$ cat src/design/krsd_pkg.sv
package krsd_pkg;

    typedef enum logic [1:0] {
        DRV_IDLE    = 2'd0,
        DRV_CONTROL = 2'd1,
        DRV_STOPPED = 2'd2
    } drive_mode_t;

    typedef enum logic {
        STR_IDLE  = 1'b0,
        STR_STEER = 1'b1
    } steer_mode_t;

    typedef enum logic [2:0] {
        KEY_OTHER     = 3'd0,
        KEY_UP        = 3'd1,
        KEY_DECEL     = 3'd2,
        KEY_STEER_CCW = 3'd3,
        KEY_STEER_CW  = 3'd4,
        KEY_QUIT      = 3'd5
    } key_t;

    localparam logic CMD_KEY  = 1'b0;
    localparam logic CMD_TICK = 1'b1;

    localparam logic [2:0] CFG_ACCEL_RATE       = 3'd0;
    localparam logic [2:0] CFG_STEER_RATE       = 3'd1;
    localparam logic [2:0] CFG_VEL_DECAY_STEP   = 3'd2;
    localparam logic [2:0] CFG_STEER_DECAY_STEP = 3'd3;
    localparam logic [2:0] CFG_VEL_DEADBAND     = 3'd4;
    localparam logic [2:0] CFG_STEER_DEADBAND   = 3'd5;
    localparam logic [2:0] CFG_STEER_LIMIT      = 3'd6;
    localparam logic [2:0] CFG_TIMEOUT_TICKS    = 3'd7;

    typedef struct packed {
        logic [15:0] accel_rate;
        logic [15:0] steer_rate;
        logic [11:0] vel_decay_step;
        logic [11:0] steer_decay_step;
        logic [11:0] vel_deadband;
        logic [11:0] steer_deadband;
        logic [14:0] steer_limit;
        logic [7:0]  timeout_ticks;
    } cfg_t;

    typedef struct packed {
        drive_mode_t        drive;
        steer_mode_t        steer;
        logic signed [15:0] velocity;
        logic signed [15:0] steering;
        logic [7:0]         idle_ticks;
    } state_t;

    localparam cfg_t CFG_RESET = '{
        accel_rate:       16'd717,
        steer_rate:       16'd819,
        vel_decay_step:   12'd8,
        steer_decay_step: 12'd4,
        vel_deadband:     12'd41,
        steer_deadband:   12'd20,
        steer_limit:      15'd2287,
        timeout_ticks:    8'd10
    };

    localparam state_t STATE_RESET = '{
        drive:      DRV_IDLE,
        steer:      STR_IDLE,
        velocity:   16'sd0,
        steering:   16'sd0,
        idle_ticks: 8'd0
    };

endpackage

$ cat src/design/krsd_step.sv
module krsd_step
    import krsd_pkg::*;
(
    input  cfg_t        cfg,
    input  state_t      cur,
    input  logic        cmd,
    input  logic [2:0]  key,
    input  logic [15:0] elapsed,
    output state_t      nxt
);

    localparam logic [10:0] DT_MAX = 11'd1024;

    function automatic logic signed [15:0] sat16(input logic signed [17:0] v);
        logic signed [15:0] r;
        if (v > 18'sd32767) begin
            r = 16'sh7FFF;
        end else if (v < -18'sd32768) begin
            r = 16'sh8000;
        end else begin
            r = v[15:0];
        end
        return r;
    endfunction

    function automatic logic signed [15:0] decay(input logic signed [15:0] v,
                                                  input logic [11:0] step,
                                                  input logic [11:0] band);
        logic signed [17:0] vx;
        logic signed [17:0] negv;
        logic [16:0]        mag;
        logic signed [17:0] moved;
        logic signed [15:0] r;
        vx    = {{2{v[15]}}, v};
        negv  = -vx;
        mag   = v[15] ? negv[16:0] : vx[16:0];
        moved = (v > 16'sd0) ? vx - $signed({6'b0, step}) : vx + $signed({6'b0, step});
        if (mag > {5'b0, band}) begin
            r = sat16(moved);
        end else begin
            r = 16'sd0;
        end
        return r;
    endfunction

    logic               active;
    logic [10:0]        dt;
    logic [15:0]        rate;
    logic [26:0]        prod;
    logic [26:0]        rounded;
    logic signed [17:0] delta;
    logic signed [17:0] vel_x;
    logic signed [17:0] str_x;
    logic signed [17:0] str_new;
    logic signed [17:0] lim;
    logic [7:0]         ticks_inc;
    logic               expired;

    assign active  = (cur.drive == DRV_CONTROL) || (cur.steer == STR_STEER);
    assign dt      = !active ? 11'd0 : ((elapsed > 16'(DT_MAX)) ? DT_MAX : elapsed[10:0]);
    assign rate    = (key == KEY_UP || key == KEY_DECEL) ? cfg.accel_rate : cfg.steer_rate;
    assign prod    = {11'b0, rate} * {16'b0, dt};
    assign rounded = prod + 27'd512;
    assign delta   = $signed({1'b0, rounded[26:10]});
    assign vel_x   = {{2{cur.velocity[15]}}, cur.velocity};
    assign str_x   = {{2{cur.steering[15]}}, cur.steering};
    assign lim     = $signed({3'b0, cfg.steer_limit});

    assign ticks_inc = (cur.idle_ticks != 8'hFF) ? cur.idle_ticks + 8'd1 : cur.idle_ticks;
    assign expired   = ticks_inc > cfg.timeout_ticks;

    always_comb begin
        nxt     = cur;
        str_new = str_x;
        if (cur.drive != DRV_STOPPED) begin
            if (cmd == CMD_KEY) begin
                nxt.idle_ticks = 8'd0;
                case (key)
                    KEY_UP: begin
                        nxt.drive    = DRV_CONTROL;
                        nxt.velocity = sat16(vel_x + delta);
                    end
                    KEY_DECEL: begin
                        nxt.drive    = DRV_CONTROL;
                        nxt.velocity = sat16(vel_x - delta);
                    end
                    KEY_STEER_CCW: begin
                        nxt.steer = STR_STEER;
                        str_new   = str_x + delta;
                    end
                    KEY_STEER_CW: begin
                        nxt.steer = STR_STEER;
                        str_new   = str_x - delta;
                    end
                    KEY_QUIT: begin
                        nxt.drive    = DRV_STOPPED;
                        nxt.velocity = 16'sd0;
                        str_new      = 18'sd0;
                    end
                    default: begin
                        nxt.drive = DRV_IDLE;
                        nxt.steer = STR_IDLE;
                    end
                endcase
                if (str_new > lim) begin
                    nxt.steering = lim[15:0];
                end else if (str_new < -lim) begin
                    nxt.steering = 16'(-lim);
                end else begin
                    nxt.steering = str_new[15:0];
                end
            end else begin
                nxt.idle_ticks = ticks_inc;
                if (cur.drive == DRV_IDLE) begin
                    nxt.velocity = decay(cur.velocity, cfg.vel_decay_step, cfg.vel_deadband);
                end else if (expired) begin
                    nxt.drive = DRV_IDLE;
                end
                if (cur.steer == STR_IDLE) begin
                    nxt.steering = decay(cur.steering, cfg.steer_decay_step,
                                         cfg.steer_deadband);
                end else if (expired) begin
                    nxt.steer = STR_IDLE;
                end
            end
        end
    end

endmodule

$ cat src/design/key_ramp_setpoint_with_decay.sv
// channel  valid    ready    payload
// input    s_valid  s_ready  s_cmd, s_key, s_elapsed
// result   m_valid  m_ready  m_velocity, m_steering, m_halted, m_drive_active,
//                            m_steer_active
// config   cfg_wr_en  -      cfg_index, cfg_wdata
//
// one item per cycle sustained while results are taken; an accepted item reaches the result
// through the input register, then one pass through the ramp multiplier into the state register
// the state register is the result register; it holds while a result is stalled
// an input item is still taken while a result waits if the input register is empty, which then holds it
// synchronous active-low reset restores the register defaults and the idle state
module key_ramp_setpoint_with_decay
    import krsd_pkg::*;
(
    input  logic               aclk,
    input  logic               aresetn,

    input  logic               s_valid,
    output logic               s_ready,
    input  logic               s_cmd,
    input  logic [2:0]         s_key,
    input  logic [15:0]        s_elapsed,

    output logic               m_valid,
    input  logic               m_ready,
    output logic signed [15:0] m_velocity,
    output logic signed [15:0] m_steering,
    output logic               m_halted,
    output logic               m_drive_active,
    output logic               m_steer_active,

    input  logic               cfg_wr_en,
    input  logic [2:0]         cfg_index,
    input  logic [15:0]        cfg_wdata
);

    cfg_t        cfg_reg;
    state_t      state_reg;
    state_t      state_next;
    logic        in_valid_reg;
    logic        in_cmd_reg;
    logic [2:0]  in_key_reg;
    logic [15:0] in_elapsed_reg;
    logic        m_valid_reg;
    logic        advance;

    assign advance = in_valid_reg && (!m_valid_reg || m_ready);
    assign s_ready = !in_valid_reg || advance;

    krsd_step u_step (
        .cfg     (cfg_reg),
        .cur     (state_reg),
        .cmd     (in_cmd_reg),
        .key     (in_key_reg),
        .elapsed (in_elapsed_reg),
        .nxt     (state_next)
    );

    always_ff @(posedge aclk) begin
        if (!aresetn) begin
            in_valid_reg <= 1'b0;
            m_valid_reg  <= 1'b0;
            state_reg    <= STATE_RESET;
        end else begin
            if (s_ready) begin
                in_valid_reg <= s_valid;
            end
            if (advance) begin
                m_valid_reg <= 1'b1;
                state_reg   <= state_next;
            end else if (m_ready) begin
                m_valid_reg <= 1'b0;
            end
        end
    end

    always_ff @(posedge aclk) begin
        if (s_valid && s_ready) begin
            in_cmd_reg     <= s_cmd;
            in_key_reg     <= s_key;
            in_elapsed_reg <= s_elapsed;
        end
    end

    always_ff @(posedge aclk) begin
        if (!aresetn) begin
            cfg_reg <= CFG_RESET;
        end else if (cfg_wr_en) begin
            case (cfg_index)
                CFG_ACCEL_RATE:       cfg_reg.accel_rate       <= cfg_wdata;
                CFG_STEER_RATE:       cfg_reg.steer_rate       <= cfg_wdata;
                CFG_VEL_DECAY_STEP:   cfg_reg.vel_decay_step   <= cfg_wdata[11:0];
                CFG_STEER_DECAY_STEP: cfg_reg.steer_decay_step <= cfg_wdata[11:0];
                CFG_VEL_DEADBAND:     cfg_reg.vel_deadband     <= cfg_wdata[11:0];
                CFG_STEER_DEADBAND:   cfg_reg.steer_deadband   <= cfg_wdata[11:0];
                CFG_STEER_LIMIT:      cfg_reg.steer_limit      <= cfg_wdata[14:0];
                CFG_TIMEOUT_TICKS:    cfg_reg.timeout_ticks    <= cfg_wdata[7:0];
                default: begin
                end
            endcase
        end
    end

    assign m_valid        = m_valid_reg;
    assign m_velocity     = state_reg.velocity;
    assign m_steering     = state_reg.steering;
    assign m_halted       = (state_reg.drive == DRV_STOPPED);
    assign m_drive_active = (state_reg.drive == DRV_CONTROL);
    assign m_steer_active = (state_reg.steer == STR_STEER);

    // quit is final
    assert property (@(posedge aclk) disable iff (!aresetn) m_halted |=> m_halted)
        else $error("halted state left");

    assert property (@(posedge aclk) disable iff (!aresetn)
        m_halted |-> (m_velocity == 16'sd0 && m_steering == 16'sd0))
        else $error("setpoints not zero after quit");

    assert property (@(posedge aclk) disable iff (!aresetn)
        (m_valid_reg && !m_ready) |=> $stable(state_reg))
        else $error("state moved under a stalled result");

    assert property (@(posedge aclk) disable iff (!aresetn) !s_ready |-> in_valid_reg)
        else $error("input refused with empty input register");

endmodule
$ cat config.mk
export PLATFORM = sky130hd
export DESIGN_NAME = key_ramp_setpoint_with_decay
export DESIGN_NICKNAME = d
export VERILOG_FILES = /design/src/design/krsd_pkg.sv /design/src/design/krsd_step.sv /design/src/design/key_ramp_setpoint_with_decay.sv
export SDC_FILE = /design/constraint.sdc
export NUM_CORES = 1
export LEC_CHECK = 0
export ABC_AREA = 1
export BUFFER_PORTS_ARGS = -buffer_cell sky130_fd_sc_hd__buf_2
export CAP_MARGIN = 30
export CORE_AREA = 2 2 229 276
export CTS_CLUSTER_DIAMETER = 80
export CTS_CLUSTER_SIZE = 16
export DETAILED_ROUTE_END_ITERATION = 6
export DIE_AREA = 0 0 231 278
export GPL_ROUTABILITY_DRIVEN = 0
export PLACE_DENSITY_LB_ADDON = 0.2
export REMOVE_ABC_BUFFERS = 1
export SETUP_SLACK_MARGIN = 0.5
export SLEW_MARGIN = 20
export SYNTH_ARGS = -nofsm -noshare
export SYNTH_HDL_FRONTEND = slang
export SYNTH_SLANG_ARGS = --single-unit
$ cat constraint.sdc
create_clock -name aclk -period 10.8 [get_ports aclk]
set_input_delay 1.08 -clock aclk [delete_from_list [all_inputs] [get_ports aclk]]
set_output_delay 1.08 -clock aclk [all_outputs]
set_load 0.03 [all_outputs]
==> summary.md <==
| Metric | Value |
|---|---|
| Final slew viol count | 0 |
| CP Launch Type | flop |
| DRT iter0 DRCs | about 1,200 |
| EDFF count, synth | 20 |
| Hold Path Cell Cnt | 2 |
| Crit path DAT | 10.24 ns |
| Hold Path Sink | cfg_reg[76] |
| Cts hold-fix bufs | 0 |
| Final setup margin | about 0.95 ns |
| Max_slew headroom | between 30% and 40% |
| HP Class | reg2reg |
| Non-filler cells, final | around 4,100 |
| DRT Wirelength | between 70 and 80 mm |
| RSZ-0062 raised after global routing | true |
| Initial antenna violation count | 5 |
| RR Endpoint | m_steering[13] |
| Critical path's slowest cell | fa_1 |
| CP Max Fanout | 16 |
| Grt ovf | 0 |
| Clock Pin Slew Worst Setup and Hold Paths | roughly 0.080 ns |
| Remaining DRCs | 0 |
| Chip Height | 278 µm |
| Initial Util | about a third |
| Syn_area_per_cell | around 6.7 µm² |
| Max-Cap Viols | 0 |
| R2R Path Start | in_key_reg[0] |
| Maximum VDD drop | about 0.13 mV |
| Wire length per cell | roughly 18 µm |
| Worst Tran Pin Value | about 0.94 ns |
| Tcrit/Tclk final | between 90% and 100% |
| Post-route setup TNS | 0 ns |
| Port bufs | 80 |
| Clock root buffer | clkbuf_16 |
| Share of cells above drive strength 1 | 14.7% |
| # setup viols final | 0 |
| Worst-case clock buffer depth | 2 |
| GRT Total Usage | 22.4% |
| Clock skew | around 0.011 ns |
| Antenna cells | 0 |
| Slowest stage delay, CP | between 0.5 and 0.6 ns |
| Cells after Synth | 3,171 |
| Cell Pwr Density | about 120 mW/mm² |
| Worst path most repeated cell | nand2_1 |
| Worst skew pair latency | approximately 0.50 ns |
| Antenna viol nets, final | 0 |
| Min Tclk post-route | around 9.9 ns |
| Drt pass-1 iters | 5 |
| Hold_sp | cfg_reg[76] |
| Syn. warnings | 0 |
| Clock sinks | 168 |
| Fmax achieved | 0.101 GHz |
| Leak | roughly 12 nW |
| First-pass GRT wire length | roughly 110 mm |
| Critical Path End Type | flop |
| Post-Layout Inst Area | 0.0250 mm² |
| Num ports | 81 |
| Via density per instance | 5.01 |
| R2R depth | roughly 60 |
| Die width | around 230 µm |
| Final net count | around 3,700 |
| Worst R2R Setup Slack | 0.95 ns |
| Synth cell types | 62 |
| Die area | around 0.064 mm² |
| Final HPWL DP | between 50 and 60 mm |
| Seq/Total Area, Yosys | between 10% and 20% |
| Top FF cell, synth | dfxtp_1 |
| Vias in the first global route | between 20,000 and 25,000 |
| Pre-CTS WS | around 0.090 ns |
| Largest net degree at the start of global routing | 81 |
| Core Box Area | approximately 0.062 mm² |
| Required time of the worst setup path | around 11 ns |
| Seq cells post-synth | ~170 |
| Placement-stage cell area | ~0.023 mm² |
| Status | completed |
| Max H-tree Level | 4 |
| Max FFs per register | 103 |
| FFs w/ async S/R, synth | 0% |
| Routed vias | around 21,000 |
| Crit Path Category | reg2reg |
| Final Hold Viols | 0 |
| CTS tree | done |
| Dpl cells | ~4,100 |
| Netlist Area Pre-Place | ~0.021 mm² |
| Row Count | 100 |
| Layout area overhead | 17.2% |
| CTS Buf Count | 17 |
-- power by group --
group          internal [mW]  total, mW  switching (mW)  leakage, nW
Sequential             0.662      0.707          0.0448         1.40
Clock                  0.326      0.642           0.316        0.286
Combinational          0.593       1.62            1.03         10.7
-- final cells by class --
type / count / area (µm²)
fill: 6615 / 36500
multi-input combinational: 2337 / 16000
sequential: 168 / 3560
inverter: 552 / 2120
timing repair buffer: 235 / 1720
tap: 816 / 1020
clock buffer: 17 / 425
clock inverter: 14 / 158
-- cells in the final DEF, fill, tap and decap left out, types with 18 or more instances in the layout --
cell type  count
o211ai_1      27
ha_1         206
fa_1         120
inv_2         18
edfxtp_1      20
o21ai_1       21
nor2_1       267
a21oi_1      241
buf_4        134
nand2_2       33
nand4_1       43
o21ai_0      206
nor3_1        40
dfxtp_1      148
nand3_1      123
clkbuf_16     19
nor2_2        27
xnor2_1       22
nand2_1      645
xor2_1       103
buf_2         79
inv_1        516
-- logic make-up (layout without fill, tap and decap cells) --
group,count (synthesis),in the layout,share of synthesized area [%]
simple gates,1247,1247,24.5
buf+inv,666,818,12.4
compound gates,601,601,15.4
fa+ha+maj,356,356,25.4
flops,168,168,16.7
xor+xnor,133,133,5.56
-- how the worst max path moves through the flow --
stage	from	slack (ns)	endpoint	cells past startpoint
after global routing	in_elapsed_reg[5]	0.41	m_steering[13]	64
after floorplan	in_key_reg[0]	-0.17	m_steering[13]	57
after CTS	in_elapsed_reg[8]	0.51	m_steering[14]	55
final	in_key_reg[0]	0.95	m_steering[13]	61
after global placement	in_elapsed_reg[13]	0.22	m_steering[13]	58
after detailed placement	in_elapsed_reg[13]	0.09	m_steering[7]	59
-- Yosys cell counts (all sizes together) (4+ instances only) --
master | count | area share [%]
ha | 226 | 13
nor4 | 11 | 0.32
xnor2 | 25 | 1.1
fa | 130 | 12
nor2 | 299 | 5.3
a31oi | 11 | 0.32
o31ai | 12 | 0.45
a21oi | 256 | 6.1
nor3 | 50 | 1.2
nor3b | 4 | 0.16
or2 | 9 | 0.26
o21ai | 247 | 5.8
dfxtp | 148 | 14
nand3 | 138 | 3.4
nand2 | 684 | 12
o211ai | 27 | 0.95
buf | 47 | 1.5
o221ai | 6 | 0.25
o21bai | 9 | 0.33
a21boi | 6 | 0.21
clkbuf | 67 | 1.2
nand4 | 43 | 1.3
o22ai | 5 | 0.15
nand3b | 5 | 0.18
inv | 546 | 9.6
edfxtp | 20 | 2.8
xor2 | 108 | 4.5
clkinv | 6 | 0.11
o2111ai | 5 | 0.23
-- critical path, delay by kind of cell (launching register included) --
kind                       cells  cell delay (ns)
AOI/OAI and AO/OA             11             1.55
xor gates and xnor gates       2             0.46
adders and majority gates      8             3.43
buffers and inverters         18             1.61
DFF                            1             0.44
and+or+nand+nor               22             2.23
-- metrics by stage --
stage	hold slack [ns]	power (mW)	util, %
global placement	0.444	2.21	37.4
finish	0.461	2.97	40.6
global route	0.483	3.20	40.6
CTS	0.463	2.86	38.4
floorplan	0.424	1.74	-
detailed placement	0.443	2.21	37.4
-- layer usage --
layer,vias to the layer above,routed length (µm),GRT usage [%]
li1,10441,-,-
met1,9642,30300,27.1
met2,504,36000,39.4
met3,154,3540,3.86
met4,4,2830,8.72
met5,-,28,0
-- what timing repair did --
item	CTS	global route
gates cloned	0	2
hold endpoints to repair	0	0
pin swaps	1	114
setup buffers	3	45
resized for setup	17	248
setup endpoints to repair	16	16
Note: power is estimated with default switching activity, not from simulation.
